`src/hw/rtl/itp_pkg.sv`:
```
// ----------------------------------------------------------------------------
// itp_pkg
// Shared types, codes and helper functions for the infix-to-postfix converter.
// ----------------------------------------------------------------------------
package itp_pkg;

  localparam int STACK_DEPTH = 16;
  localparam int CNT_W       = $clog2(STACK_DEPTH + 1);
  localparam int IDX_W       = $clog2(STACK_DEPTH);

  // Input token kinds
  localparam logic [2:0] TK_NUM    = 3'd0;
  localparam logic [2:0] TK_BIN    = 3'd1;
  localparam logic [2:0] TK_FUNC   = 3'd2;
  localparam logic [2:0] TK_OPEN   = 3'd3;
  localparam logic [2:0] TK_CLOSE  = 3'd4;
  localparam logic [2:0] TK_END    = 3'd5;
  localparam logic [2:0] TK_UMINUS = 3'd6;
  localparam logic [2:0] TK_UPLUS  = 3'd7;

  // Stack entry kinds
  localparam logic [2:0] EK_OPEN   = 3'd0;
  localparam logic [2:0] EK_BIN    = 3'd1;
  localparam logic [2:0] EK_FUNC   = 3'd2;
  localparam logic [2:0] EK_UMINUS = 3'd3;
  localparam logic [2:0] EK_UPLUS  = 3'd4;

  // Result kinds
  localparam logic [2:0] OK_NUM    = 3'd0;
  localparam logic [2:0] OK_BIN    = 3'd1;
  localparam logic [2:0] OK_FUNC   = 3'd2;
  localparam logic [2:0] OK_UMINUS = 3'd3;
  localparam logic [2:0] OK_UPLUS  = 3'd4;
  localparam logic [2:0] OK_END    = 3'd5;

  // Error codes
  localparam logic [1:0] ERR_NONE  = 2'd0;
  localparam logic [1:0] ERR_CLOSE = 2'd1;
  localparam logic [1:0] ERR_OPEN  = 2'd2;
  localparam logic [1:0] ERR_OVF   = 2'd3;

  // Operator / function codes
  localparam logic [3:0] OP_SUB = 4'd1;
  localparam logic [3:0] OP_MOD = 4'd4;
  localparam logic [3:0] OP_POW = 4'd5;
  localparam logic [3:0] OP_MAX = 4'd5;
  localparam logic [3:0] FN_MAX = 4'd8;

  // Priorities
  localparam logic [2:0] PRIO_OPEN = 3'd0;
  localparam logic [2:0] PRIO_ADD  = 3'd2;
  localparam logic [2:0] PRIO_MUL  = 3'd3;
  localparam logic [2:0] PRIO_POW  = 3'd4;
  localparam logic [2:0] PRIO_TOP  = 3'd5;

  typedef struct packed {
    logic [2:0] kind;
    logic [3:0] code;
  } entry_t;

  typedef struct packed {
    logic [2:0]  kind;
    logic [3:0]  code;
    logic [31:0] tag;
  } token_t;

  typedef struct packed {
    logic [2:0]  kind;
    logic [3:0]  code;
    logic [31:0] tag;
    logic [1:0]  err;
  } result_t;

  typedef struct packed {
    logic   push;
    logic   pop;
    logic   clear;
    entry_t entry;
  } stk_cmd_t;

  typedef struct packed {
    entry_t top;
    logic   empty;
    logic   full;
    logic   open_any;
  } stk_stat_t;

  typedef struct packed {
    logic    push;
    logic    finish;
    result_t res;
  } emit_cmd_t;

  function automatic logic [2:0] entry_prio(entry_t e);
    logic [2:0] p;
    if (e.kind == EK_OPEN) begin
      p = PRIO_OPEN;
    end else if (e.kind == EK_BIN) begin
      if (e.code <= OP_SUB) p = PRIO_ADD;
      else if (e.code <= OP_MOD) p = PRIO_MUL;
      else p = PRIO_POW;
    end else begin
      p = PRIO_TOP;
    end
    return p;
  endfunction

  function automatic result_t entry_result(entry_t e);
    result_t r;
    r.tag = '0;
    r.err = ERR_NONE;
    r.code = (e.kind == EK_BIN || e.kind == EK_FUNC) ? e.code : 4'd0;
    if (e.kind == EK_BIN) r.kind = OK_BIN;
    else if (e.kind == EK_FUNC) r.kind = OK_FUNC;
    else if (e.kind == EK_UMINUS) r.kind = OK_UMINUS;
    else r.kind = OK_UPLUS;
    return r;
  endfunction

endpackage

```
`src/hw/rtl/itp_tok_if.sv`:
```
// ----------------------------------------------------------------------------
// itp_tok_if
// Infix token channel: valid/ready plus one lexed token.
// ----------------------------------------------------------------------------
interface itp_tok_if;
  logic        valid;
  logic        ready;
  logic [2:0]  token_kind;
  logic [3:0]  symbol_code;
  logic [31:0] operand_tag;

  modport source(output valid, output token_kind, output symbol_code,
                 output operand_tag, input ready);
  modport sink(input valid, input token_kind, input symbol_code,
               input operand_tag, output ready);
endinterface

```
`src/hw/rtl/itp_pfx_if.sv`:
```
// ----------------------------------------------------------------------------
// itp_pfx_if
// Postfix result channel: valid/ready plus one postfix item.
// ----------------------------------------------------------------------------
interface itp_pfx_if;
  logic        valid;
  logic        ready;
  logic [2:0]  out_kind;
  logic [3:0]  out_code;
  logic [31:0] out_tag;
  logic [1:0]  error_code;
  logic        last;

  modport source(output valid, output out_kind, output out_code, output out_tag,
                 output error_code, output last, input ready);
  modport sink(input valid, input out_kind, input out_code, input out_tag,
               input error_code, input last, output ready);
endinterface

```
`src/hw/rtl/infix_to_postfix_converter_top.sv`:
```
// ----------------------------------------------------------------------------
// infix_to_postfix_converter_top
// Shunting-yard converter: lexed infix tokens in, postfix items out.
// ----------------------------------------------------------------------------
//
//  Channel   Dir  Payload                                       Handshake
//  --------  ---  --------------------------------------------  ---------
//  token     in   token_kind, symbol_code, operand_tag          valid/ready
//  postfix   out  out_kind, out_code, out_tag, error_code, last valid/ready
//
//  Sequence: a token is taken while idle, then decoded; a binary op first pops
//    entries of higher priority (or equal, unless it is pow), a close paren pops
//    through its open paren, and end pops all entries (none on an error).
//  Reset: rst is synchronous; stack count, error latch and sequencer clear.
//  Stalls: token.ready is high only while the sequencer is idle; a stalled
//    postfix channel holds the sequencer wherever it would emit an item.
//
module infix_to_postfix_converter_top (
  input logic      clk,
  input logic      rst,
  itp_tok_if.sink  token,
  itp_pfx_if.source postfix
);

  itp_pkg::token_t    tok;
  itp_pkg::stk_cmd_t  scmd;
  itp_pkg::stk_stat_t stat;
  itp_pkg::emit_cmd_t ecmd;
  itp_pkg::result_t   res;
  logic               erdy;
  logic               tok_ready;
  logic               res_valid;
  logic               res_last;

  // pack the incoming token
  assign tok.kind = token.token_kind;
  assign tok.code = token.symbol_code;
  assign tok.tag  = token.operand_tag;
  assign token.ready = tok_ready;

  // sequencer: decides each stack operation and what gets emitted
  itp_ctrl u_ctrl (
    .clk       (clk),
    .rst       (rst),
    .tok_valid (token.valid),
    .tok_ready (tok_ready),
    .tok_in    (tok),
    .stat      (stat),
    .scmd      (scmd),
    .erdy      (erdy),
    .ecmd      (ecmd)
  );

  // operator stack
  itp_stack u_stack (
    .clk  (clk),
    .rst  (rst),
    .cmd  (scmd),
    .stat (stat)
  );

  // hold slot + output register; sets last when the item is finished
  itp_emit u_emit (
    .clk       (clk),
    .rst       (rst),
    .cmd       (ecmd),
    .rdy       (erdy),
    .out_valid (res_valid),
    .out_ready (postfix.ready),
    .out_res   (res),
    .out_last  (res_last)
  );

  assign postfix.valid      = res_valid;
  assign postfix.out_kind   = res.kind;
  assign postfix.out_code   = res.code;
  assign postfix.out_tag    = res.tag;
  assign postfix.error_code = res.err;
  assign postfix.last       = res_last;

endmodule

```
`src/hw/rtl/itp_stack.sv`:
```
// ----------------------------------------------------------------------------
// itp_stack
// Operator stack: entry registers, fill count and open-paren count.
// ----------------------------------------------------------------------------
module itp_stack (
  input  logic               clk,
  input  logic               rst,
  input  itp_pkg::stk_cmd_t  cmd,
  output itp_pkg::stk_stat_t stat
);

  itp_pkg::entry_t            mem [itp_pkg::STACK_DEPTH];
  logic [itp_pkg::CNT_W-1:0]  count;
  logic [itp_pkg::CNT_W-1:0]  opens;
  logic [itp_pkg::IDX_W-1:0]  top_idx;
  logic [itp_pkg::CNT_W-1:0]  count_dec;

  assign count_dec = count - itp_pkg::CNT_W'(1);
  assign top_idx   = count_dec[itp_pkg::IDX_W-1:0];

  always_comb begin
    stat.top      = mem[top_idx];
    stat.empty    = (count == '0);
    stat.full     = (count == itp_pkg::CNT_W'(itp_pkg::STACK_DEPTH));
    stat.open_any = (opens != '0);
  end

  always_ff @(posedge clk) begin
    if (rst) begin
      count <= '0;
      opens <= '0;
    end else if (cmd.clear) begin
      count <= '0;
      opens <= '0;
    end else if (cmd.pop) begin
      count <= count_dec;
      if (stat.top.kind == itp_pkg::EK_OPEN) opens <= opens - itp_pkg::CNT_W'(1);
    end else if (cmd.push) begin
      count <= count + itp_pkg::CNT_W'(1);
      if (cmd.entry.kind == itp_pkg::EK_OPEN) opens <= opens + itp_pkg::CNT_W'(1);
    end
  end

  // push is only issued below full, so count fits the index width
  always_ff @(posedge clk) begin
    if (cmd.push && !cmd.pop && !cmd.clear) begin
      mem[count[itp_pkg::IDX_W-1:0]] <= cmd.entry;
    end
  end

endmodule

```
`src/hw/rtl/itp_emit.sv`:
```
// ----------------------------------------------------------------------------
// itp_emit
// Result staging: one hold slot plus the output register. The hold slot
// delays each result until it is known whether another one follows, so
// the last flag can be set.
// ----------------------------------------------------------------------------
module itp_emit (
  input  logic                clk,
  input  logic                rst,
  input  itp_pkg::emit_cmd_t  cmd,
  output logic                rdy,
  output logic                out_valid,
  input  logic                out_ready,
  output itp_pkg::result_t    out_res,
  output logic                out_last
);

  logic             hold_v;
  itp_pkg::result_t hold;
  logic             move;

  assign rdy  = !out_valid || out_ready;
  assign move = rdy && hold_v && (cmd.push || cmd.finish);

  always_ff @(posedge clk) begin
    if (rst) begin
      out_valid <= 1'b0;
      hold_v    <= 1'b0;
    end else begin
      if (move) out_valid <= 1'b1;
      else if (out_ready) out_valid <= 1'b0;
      if (rdy && cmd.push) hold_v <= 1'b1;
      else if (rdy && cmd.finish) hold_v <= 1'b0;
    end
  end

  always_ff @(posedge clk) begin
    if (move) begin
      out_res  <= hold;
      out_last <= cmd.finish;
    end
    if (rdy && cmd.push) hold <= cmd.res;
  end

endmodule

```
`src/hw/rtl/itp_ctrl.sv`:
```
// ----------------------------------------------------------------------------
// itp_ctrl
// Token sequencer: at most one stack operation per cycle, priority compare on top.
// ----------------------------------------------------------------------------
module itp_ctrl (
  input  logic                clk,
  input  logic                rst,
  input  logic                tok_valid,
  output logic                tok_ready,
  input  itp_pkg::token_t     tok_in,
  input  itp_pkg::stk_stat_t  stat,
  output itp_pkg::stk_cmd_t   scmd,
  input  logic                erdy,
  output itp_pkg::emit_cmd_t  ecmd
);

  typedef enum logic [7:0] {
    S_IDLE      = 8'b0000_0001,
    S_EXEC      = 8'b0000_0010,
    S_BIN_POP   = 8'b0000_0100,
    S_CLOSE_POP = 8'b0000_1000,
    S_CLOSE_FN  = 8'b0001_0000,
    S_END_POP   = 8'b0010_0000,
    S_END_RES   = 8'b0100_0000,
    S_FINISH    = 8'b1000_0000
  } state_t;

  state_t          state, state_next;
  itp_pkg::token_t tok;
  logic [1:0]      err, err_next;
  logic [1:0]      sticky, sticky_next;

  logic            push_req;
  itp_pkg::entry_t push_entry;
  logic [2:0]      new_prio;
  logic [2:0]      top_prio;
  logic            bin_pop;

  assign tok_ready = (state == S_IDLE);

  always_comb begin
    new_prio = itp_pkg::entry_prio('{kind: itp_pkg::EK_BIN, code: tok.code});
    top_prio = itp_pkg::entry_prio(stat.top);
    bin_pop  = !stat.empty && (stat.top.kind != itp_pkg::EK_OPEN) &&
               ((top_prio > new_prio) ||
                ((top_prio == new_prio) && (tok.code != itp_pkg::OP_POW)));
  end

  always_comb begin
    state_next  = state;
    err_next    = err;
    sticky_next = sticky;
    scmd        = '0;
    ecmd        = '0;
    push_req    = 1'b0;
    push_entry  = '0;

    unique case (state)
      S_IDLE: begin
        if (tok_valid) state_next = S_EXEC;
      end

      S_EXEC: begin
        if (tok.kind == itp_pkg::TK_END) begin
          if (sticky != itp_pkg::ERR_NONE) err_next = sticky;
          else if (stat.open_any) err_next = itp_pkg::ERR_OPEN;
          else err_next = itp_pkg::ERR_NONE;
          if (sticky != itp_pkg::ERR_NONE || stat.open_any) begin
            scmd.clear = 1'b1;
            state_next = S_END_RES;
          end else begin
            state_next = S_END_POP;
          end
        end else if (sticky != itp_pkg::ERR_NONE) begin
          state_next = S_IDLE;
        end else begin
          case (tok.kind)
            itp_pkg::TK_NUM: begin
              if (erdy) begin
                ecmd.push     = 1'b1;
                ecmd.res.kind = itp_pkg::OK_NUM;
                ecmd.res.code = 4'd0;
                ecmd.res.tag  = tok.tag;
                ecmd.res.err  = itp_pkg::ERR_NONE;
                state_next    = S_FINISH;
              end
            end
            itp_pkg::TK_BIN: begin
              state_next = (tok.code > itp_pkg::OP_MAX) ? S_IDLE : S_BIN_POP;
            end
            itp_pkg::TK_FUNC: begin
              push_req   = (tok.code <= itp_pkg::FN_MAX);
              push_entry = '{kind: itp_pkg::EK_FUNC, code: tok.code};
              state_next = S_IDLE;
            end
            itp_pkg::TK_CLOSE: begin
              if (!stat.open_any) begin
                scmd.clear  = 1'b1;
                sticky_next = itp_pkg::ERR_CLOSE;
                state_next  = S_IDLE;
              end else begin
                state_next  = S_CLOSE_POP;
              end
            end
            itp_pkg::TK_OPEN: begin
              push_req   = 1'b1;
              push_entry = '{kind: itp_pkg::EK_OPEN, code: 4'd0};
              state_next = S_IDLE;
            end
            itp_pkg::TK_UMINUS: begin
              push_req   = 1'b1;
              push_entry = '{kind: itp_pkg::EK_UMINUS, code: 4'd0};
              state_next = S_IDLE;
            end
            default: begin
              push_req   = 1'b1;
              push_entry = '{kind: itp_pkg::EK_UPLUS, code: 4'd0};
              state_next = S_IDLE;
            end
          endcase
        end
      end

      S_BIN_POP: begin
        if (bin_pop) begin
          if (erdy) begin
            scmd.pop  = 1'b1;
            ecmd.push = 1'b1;
            ecmd.res  = itp_pkg::entry_result(stat.top);
          end
        end else begin
          push_req   = 1'b1;
          push_entry = '{kind: itp_pkg::EK_BIN, code: tok.code};
          state_next = S_FINISH;
        end
      end

      S_CLOSE_POP: begin
        if (stat.top.kind == itp_pkg::EK_OPEN) begin
          scmd.pop   = 1'b1;
          state_next = S_CLOSE_FN;
        end else if (erdy) begin
          scmd.pop  = 1'b1;
          ecmd.push = 1'b1;
          ecmd.res  = itp_pkg::entry_result(stat.top);
        end
      end

      S_CLOSE_FN: begin
        if (!stat.empty && stat.top.kind == itp_pkg::EK_FUNC) begin
          if (erdy) begin
            scmd.pop   = 1'b1;
            ecmd.push  = 1'b1;
            ecmd.res   = itp_pkg::entry_result(stat.top);
            state_next = S_FINISH;
          end
        end else begin
          state_next = S_FINISH;
        end
      end

      S_END_POP: begin
        if (stat.empty) begin
          state_next = S_END_RES;
        end else if (erdy) begin
          scmd.pop  = 1'b1;
          ecmd.push = 1'b1;
          ecmd.res  = itp_pkg::entry_result(stat.top);
        end
      end

      S_END_RES: begin
        if (erdy) begin
          ecmd.push     = 1'b1;
          ecmd.res.kind = itp_pkg::OK_END;
          ecmd.res.code = 4'd0;
          ecmd.res.tag  = '0;
          ecmd.res.err  = err;
          scmd.clear    = 1'b1;
          sticky_next   = itp_pkg::ERR_NONE;
          state_next    = S_FINISH;
        end
      end

      S_FINISH: begin
        if (erdy) begin
          ecmd.finish = 1'b1;
          state_next  = S_IDLE;
        end
      end

      default: state_next = S_IDLE;
    endcase

    // a push onto a full stack drops the stack and latches overflow
    if (push_req) begin
      if (stat.full) begin
        scmd.clear  = 1'b1;
        sticky_next = itp_pkg::ERR_OVF;
      end else begin
        scmd.push  = 1'b1;
        scmd.entry = push_entry;
      end
    end
  end

  always_ff @(posedge clk) begin
    if (rst) begin
      state  <= S_IDLE;
      sticky <= itp_pkg::ERR_NONE;
    end else begin
      state  <= state_next;
      sticky <= sticky_next;
    end
  end

  always_ff @(posedge clk) begin
    err <= err_next;
    if (tok_valid && tok_ready) tok <= tok_in;
  end

endmodule
```
`src/flat_wrapper.sv`:
```
// flat-port wrapper written by rule: the top's interface ports become plain ports
module infix_to_postfix_converter_top_flat 
  (clk, rst, token_valid, token_token_kind, token_symbol_code, token_operand_tag, token_ready, postfix_valid, postfix_out_kind, postfix_out_code, postfix_out_tag, postfix_error_code, postfix_last, postfix_ready);
  itp_tok_if token_i ();
  itp_pfx_if postfix_i ();
  input logic clk;
  input logic rst;
  input wire logic [$bits(token_i.valid)-1:0] token_valid;
  input wire logic [$bits(token_i.token_kind)-1:0] token_token_kind;
  input wire logic [$bits(token_i.symbol_code)-1:0] token_symbol_code;
  input wire logic [$bits(token_i.operand_tag)-1:0] token_operand_tag;
  output wire logic [$bits(token_i.ready)-1:0] token_ready;
  output wire logic [$bits(postfix_i.valid)-1:0] postfix_valid;
  output wire logic [$bits(postfix_i.out_kind)-1:0] postfix_out_kind;
  output wire logic [$bits(postfix_i.out_code)-1:0] postfix_out_code;
  output wire logic [$bits(postfix_i.out_tag)-1:0] postfix_out_tag;
  output wire logic [$bits(postfix_i.error_code)-1:0] postfix_error_code;
  output wire logic [$bits(postfix_i.last)-1:0] postfix_last;
  input wire logic [$bits(postfix_i.ready)-1:0] postfix_ready;
  assign token_i.valid = token_valid;
  assign token_i.token_kind = token_token_kind;
  assign token_i.symbol_code = token_symbol_code;
  assign token_i.operand_tag = token_operand_tag;
  assign token_ready = token_i.ready;
  assign postfix_valid = postfix_i.valid;
  assign postfix_out_kind = postfix_i.out_kind;
  assign postfix_out_code = postfix_i.out_code;
  assign postfix_out_tag = postfix_i.out_tag;
  assign postfix_error_code = postfix_i.error_code;
  assign postfix_last = postfix_i.last;
  assign postfix_i.ready = postfix_ready;
  infix_to_postfix_converter_top u_core (.clk(clk), .rst(rst), .token(token_i), .postfix(postfix_i));
endmodule
```
`config.mk`:
```
export PLATFORM = sky130hd
export DESIGN_NAME = infix_to_postfix_converter_top_flat
export DESIGN_NICKNAME = d
export VERILOG_FILES = /design/src/hw/rtl/itp_pkg.sv /design/src/hw/rtl/itp_tok_if.sv /design/src/hw/rtl/itp_pfx_if.sv /design/src/hw/rtl/infix_to_postfix_converter_top.sv /design/src/hw/rtl/itp_stack.sv /design/src/hw/rtl/itp_emit.sv /design/src/hw/rtl/itp_ctrl.sv /design/src/flat_wrapper.sv
export SDC_FILE = /design/constraint.sdc
export NUM_CORES = 1
export LEC_CHECK = 0
export BUFFER_PORTS_ARGS = -buffer_cell sky130_fd_sc_hd__buf_4
export CORE_MARGIN = 2
export CORE_UTILIZATION = 59
export DETAILED_ROUTE_END_ITERATION = 7
export GPL_ROUTABILITY_DRIVEN = 0
export HOLD_SLACK_MARGIN = 0.02
export PLACE_DENSITY_LB_ADDON = 0.2
export SLEW_MARGIN = 20
export SYNTH_ARGS = -nofsm -noshare
export SYNTH_HDL_FRONTEND = slang
export SYNTH_HIERARCHICAL = 1
export SYNTH_SLANG_ARGS = --single-unit
```
`constraint.sdc`:
```
create_clock -name clk -period 8.4 [get_ports clk]
set_input_delay 2.1 -clock clk [delete_from_list [all_inputs] [get_ports clk]]
set_output_delay 2.1 -clock clk [all_outputs]
set_load 0.05 [all_outputs]
```
==> impl_metrics.yaml, run 1 <==
place:
  port_buffers: 86
  hpwl_um: 13800
  pre_cts_slack_ns: 1.71
global_route:
  overflow: 0
  grt_start_max_net_pins: 46
  grt_pass1_wl_um: 31700
  first_global_vias: 5759
  antenna_found_initial: 0
  track_usage: 0.222
power:
  leakage_nw: 4.32
  power_frac_clock: 0.405
  combPwrFrac: 0.064
  p_sw_mw: 0.590
  swShare: 0.214
  irDropWorstVdd_uv: 183
  p_seq_frac: 0.531
  power-per-cell-area_nw_per_um2: 227
  p_int_mw: 2.17
worst_setup_path:
  worst_ep_arrival_time_ns: 6.88
  slowest_stage: "nor3_1"
  r2r_slack_ns: 1.67
  cp_common_cell: "nor2_1"
  r2r_cells: 17
  cp_max_fo: 17
  max_stage_delay_ns: 0.83
  crit_path_end_kind: "flop"
  critPathLaunchType: "flop"
  cp_data_required_time_ns: 8.55
  crit_type: "reg2reg"
  reg2reg_from: "u_core/u_stack/count[1]"
  r2r_end: "u_core/u_stack/mem[3][2]"
  cp_cell_sequence: "inv_1 -> ha_1 -> buf_4 -> mux4_2 -> mux4_2 -> nor3_1 -> nor2_1 -> ha_1 -> nand4_1 -> o311ai_1 -> o21ai_0 -> and2_1 -> nor2_1 -> nand2_1 -> nor2_1 -> nand2_1 -> nor3_1"
synth:
  synth_area_um2: 10500
  yosysMostFrequentCell: "edfxtp_1"
  async_flop_share: 0
  yosysUniqueCellTypes: 75
  syn_nets: 694
  ys.warnings.count: 6
  avgSynthCellArea_um2: 16.3
  ys_ff_latch: 258
  syn_inst: 640
  synth_top_area_cell: "edfxtp_1"
  synth_edf_count: 236
  synth_common_cells: "236 x edfxtp_1, 48 x nor2_1, 40 x and3_1"
  synth.area.top_cells: "edfxtp_1 68%, mux4_2 5.2%, dfxtp_1 4.2%, and3_1 2.4%, mux2i_1 1.7%"
  yosysSeqAreaShare: 0.720
  synth_top_area_frac: 0.678
  synthFlopType: "edfxtp_1"
die:
  die_width_um: 137
  ios: 87
  fp-row-count: 48
  dieArea_um2: 18800
  initial_core_util: 0.604
  die_y_um: 137
  design.core.area_um2: 17300
detailed_routing:
  post-route-drc-count: 0
  viasPerCell: 6.05
  wl_um: 20600
  firstDrtPassIters: 5
  wire_per_inst_um: 20.9
  drtIter0Drc: 428
  ant_nets: 0
  vias: 5956
hold_path:
  min_path_type: "reg2reg"
  worstHoldStart: "u_core/u_emit/hold[23]"
  hold_end: "u_core/u_emit/out_res[23]"
  hold_depth: 0
timing:
  hold_violations: 0
  setup_viol: 0
  fmax_mhz: 148
  setup_tns_ns: 0
  finalWorstSetupSlack_ns: 1.67
  finalCritPeriodShare: 0.802
  min_period_ns: 6.73
  fin_skew_ns: 0.0205
  finalMaxSlewViolations: 0
  maxSlewHeadroom: 0.290
  worst_pin_slew_ns: 1.06
  rsz0062_at_grt: "no"
final_layout:
  fin_nets: 793
  fill_cells: 1117
  diodes: 0
  drive_above_1_share: 0.241
  area_growth_pct: 16.6
clock_tree:
  insertion_delay_ns: 0.53
  cts_tree: "done"
  numCtsBuffers: 26
  clk_path_buf_depth: 3
  hold_buffers: 0
  clock-sinks: 258
  h-tree-depth: 1
  cts.reportedPaths.clkPinSlew_ns: 0.06
  postCtsResizedCells: 0
  root_buffer: "clkbuf_16"
  post-cts-setup-buffers: 0
job:
  maxCapViolCount: 0
run_status:
  outcome: "complete, no violations"
[area by class of cell]
class	instances	area, um^2	share of cell area
Timing Repair Buffer	93	711	0.0583
Sequential cell	258	7530	0.618
Multi-Input combinational cell	342	2760	0.227
Inverter	18	67.6	0.00554
Tap cell	225	282	0.0231
Clock buffer	34	681	0.0558
Clock inverter	14	160	0.0131
[metrics by stage]
| step | cells | utilization | instance area (um^2) | hold WS [ns] | power [mW] |
|---|---|---|---|---|---|
| final | 984 | 0.705 | 12200 | 0.417 | 2.76 |
| after global placement | 935 | 0.654 | 11300 | 0.401 | 1.66 |
| after global routing | 984 | 0.705 | 12200 | 0.424 | 2.85 |
| after floorplan | 640 | - | 10500 | 0.400 | 1.61 |
| after detailed placement | 935 | 0.655 | 11300 | 0.405 | 1.67 |
| after CTS | 983 | 0.703 | 12200 | 0.418 | 2.79 |
[layout by cell type, fill, tap and decap left out, drive strengths merged, types with 4 or more instances in the layout]
| cell | synthesis | routed |
|---|---|---|
| edfxtp | 236 | 236 |
| buf | 7 | 93 |
| nor2 | 49 | 49 |
| and3 | 40 | 40 |
| clkbuf | 15 | 34 |
| mux4 | 29 | 29 |
| a21oi | 25 | 25 |
| dfxtp | 22 | 22 |
| nand2 | 21 | 21 |
| nor3 | 21 | 21 |
| mux2i | 18 | 18 |
| inv | 17 | 17 |
| o21ai | 14 | 14 |
| nand2b | 11 | 11 |
| ha | 10 | 10 |
| clkinv | 1 | 10 |
| nor4 | 9 | 9 |
| and2 | 8 | 8 |
| xnor2 | 7 | 7 |
| nand3 | 7 | 7 |
| nand4 | 6 | 6 |
| a211oi | 6 | 6 |
| or3 | 5 | 5 |
| nor2b | 5 | 5 |
| xor2 | 5 | 5 |
| or2 | 4 | 4 |
| a21o | 4 | 4 |
| or4 | 4 | 4 |
[power groups by stage]
stage                     Sequential, mW  Combinational, mW  Clock (mW)
after floorplan                     1.48              0.124           0
after detailed placement            1.49              0.175           0
after global routing                1.47              0.193        1.19
after global placement              1.49              0.167           0
after CTS                           1.47              0.176        1.14
final                               1.47              0.176        1.12
[worst max-delay path, delay by kind of cell (launching register included)]
kind / cells / cell delay [ns]
compound gates: 2 / 0.76
mux: 2 / 0.94
buf+inv: 2 / 0.50
flops: 1 / 0.43
simple gates: 9 / 2.57
fa+ha+maj: 2 / 1.15
[how the worst max path moves through the flow]
| stage | start | to | slack [ns] | depth (start not counted) |
|---|---|---|---|---|
| floorplan | u_core/u_stack/count[0] | u_core/u_emit/out_last | 1.53 | 21 |
| CTS | u_core/u_stack/count[1] | u_core/u_stack/mem[3][1] | 1.69 | 17 |
| finish | u_core/u_stack/count[1] | u_core/u_stack/mem[3][2] | 1.67 | 17 |
| global placement | u_core/u_stack/count[1] | u_core/u_stack/mem[2][2] | 1.86 | 19 |
| global route | u_core/u_stack/count[1] | u_core/u_stack/mem[3][4] | 1.02 | 17 |
| detailed placement | u_core/u_stack/count[1] | u_core/u_stack/mem[3][2] | 1.71 | 17 |
[routing by layer]
metal / global-route usage / wire length [um] / up-vias
met5: 0 / 0 / -
met2: 0.379 / 10600 / 237
met3: 0.0352 / 1390 / 51
met4: 0.0636 / 504 / 0
met1: 0.300 / 8140 / 2965
li1: - / - / 2703
[cells by family after synthesis]
kind of cell / Yosys count / synth area share
AND/OR/NAND/NOR: 204 / 0.110
AO/OA/AOI/OAI: 67 / 0.0432
buffers and inverters: 40 / 0.0183
adder cells (fa/ha/maj): 11 / 0.0139
flip-flops: 258 / 0.720
XOR/XNOR: 12 / 0.0115
multiplexers: 48 / 0.0826
[flip-flops by register name (all words and copies together), names as in the netlist]
name,count
u_core/u_emit/out_res,41
u_core/u_ctrl/sticky,2
u_core/u_ctrl/tok,39
u_core/u_ctrl/err,2
u_core/u_stack/opens,5
u_core/u_emit/out_valid,1
u_core/u_emit/hold_v,1
u_core/u_emit/out_last,1
u_core/u_ctrl/state,8
u_core/u_stack/count,5
u_core/u_emit/hold,41
u_core/u_stack/mem,112
Note: power is estimated with default switching activity, not from simulation.
==> run 2, diff against run 1 <==
Clock period 8.4 ns to 6.6 ns, I/O delays scaled along.
==> impl_metrics.yaml, run 2 (same netlist as run 1, synthesis figures left out) <==
detailed_routing:
  ant_nets: 0
  viasPerCell: 6.11
  wl_um: 21700
  firstDrtPassIters: 7
  post-route-drc-count: 0
  vias: 6035
  drtIter0Drc: 657
  wire_per_inst_um: 22.0
clock_tree:
  insertion_delay_ns: 0.53
  hold_buffers: 0
  clk_path_buf_depth: 3
  h-tree-depth: 1
  cts_tree: "done"
  numCtsBuffers: 26
  clock-sinks: 258
  cts.reportedPaths.clkPinSlew_ns: 0.06
  root_buffer: "clkbuf_16"
worst_setup_path:
  crit_buf_inv: 2
  cp_cell_sequence: "inv_1 -> ha_2 -> mux2i_1 -> mux4_1 -> mux2i_1 -> inv_1 -> o31a_1 -> ha_1 -> nand4_1 -> o311ai_1 -> o21ai_0 -> and2_1 -> nor2_1 -> nand2_1 -> or4_2 -> and3_1 -> mux2_1 -> nand4b_1"
  critPathTopFamily: "simple AND/OR/NAND/NOR gates"
  path_depth: 18
  slowest_stage: "or4_2"
  cp_data_required_time_ns: 7.00
  max_stage_delay_ns: 0.68
  worst_ep_arrival_time_ns: 6.61
  critPathLaunchType: "flop"
  r2r_cells: 18
  cp_max_fo: 12
  crit_type: "reg2reg"
  crit_path_end_kind: "flop"
hold_path:
  min_path_type: "reg2reg"
  hold_depth: 0
run_status:
  outcome: "complete, no violations"
job:
  maxCapViolCount: 0
final_layout:
  area_growth_pct: 16.9
  diodes: 0
  drive_above_1_share: 0.260
  fin_nets: 796
  layout_common_cells: "236 x edfxtp_1, 94 x buf_4, 45 x nor2_1, 40 x and3_1, 26 x clkbuf_16"
  final_common_cell: "edfxtp_1"
  fill_cells: 1073
  largest_reg_flops: 112
timing:
  maxSlewHeadroom: 0.305
  fmax_mhz: 161
  setup_viol: 0
  hold_violations: 0
  finalWorstSetupSlack_ns: 0.387
  rsz0062_at_grt: "no"
  worst_pin_slew_ns: 1.04
  min_period_ns: 6.21
  finalCritPeriodShare: 0.941
  fin_skew_ns: 0.00928
  finalMaxSlewViolations: 0
  setup_tns_ns: 0
power:
  leakage_nw: 4.35
  power-per-cell-area_nw_per_um2: 284
  irDropWorstVdd_uv: 290
  finalPower_mw: 3.47
die:
  die_y_um: 137
  dieArea_um2: 18800
  initial_core_util: 0.604
  die_width_um: 137
  fp-row-count: 48
  ios: 87
  design.core.area_um2: 17300
place:
  port_buffers: 86
  pre_cts_slack_ns: 0.242
  hpwl_um: 14600
global_route:
  overflow: 0
  grt_start_max_net_pins: 46
  antenna_found_initial: 0
  grt_pass1_wl_um: 32900
  first_global_vias: 5934
  track_usage: 0.233
run 2: cell count changes in the layout (fill, tap and decap cells not counted), sizes merged:
cell	before	now
buf	93	96
clkinvlp	2	3
bufinv	3	0
clkbuf	34	32
clkinv	10	14
run 2: final timing paths:
path	startpoint	end	slack [ns]
max reg2reg	u_core/u_stack/count[1]	u_core/u_stack/opens[4]	0.39
min	u_core/u_emit/hold[26]	u_core/u_emit/out_res[26]	0.42
min reg2reg	u_core/u_emit/hold[26]	u_core/u_emit/out_res[26]	0.42
max	u_core/u_stack/count[1]	u_core/u_stack/opens[4]	0.39
run 2: what timing repair did:
item,in CTS,in global routing
setup buffers,0,0
setup endpoints to repair,0,113
resized for setup,0,7
endpoints found under the hold margin,0,0
run 2: metrics by stage:
step                      std cells  hold WS [ns]  area [um^2]  utilization
final                           987         0.419        12200        0.706
after floorplan                 640         0.400        10500            -
after CTS                       986         0.420        12200        0.704
after global routing            987         0.427        12200        0.706
after global placement          938         0.400        11400        0.656
after detailed placement        938         0.405        11400        0.656
run 2: layout make-up:
class / count / area (um^2) / area share
Multi-Input combinational cell: 342 / 2780 / 0.227
Clock buffer: 32 / 713 / 0.0584
Inverter: 18 / 67.6 / 0.00553
Clock inverter: 16 / 103 / 0.00840
Sequential cell: 258 / 7530 / 0.616
Tap cell: 225 / 282 / 0.0230
Timing Repair Buffer: 96 / 746 / 0.0610
run 2: routing by layer:
metal,vias up,share of wire,GRT usage
met3,43,0.076,0.0422
li1,2708,-,-
met1,3017,0.39,0.313
met2,267,0.51,0.391
met4,0,0.024,0.0750
met5,-,0,0
run 2: power breakdown:
group	total, mW	switching, mW	internal, mW
clock	1.37	0.597	0.771
sequential	1.87	0.0296	1.84
combinational	0.231	0.149	0.0814
total	3.47	0.775	2.69
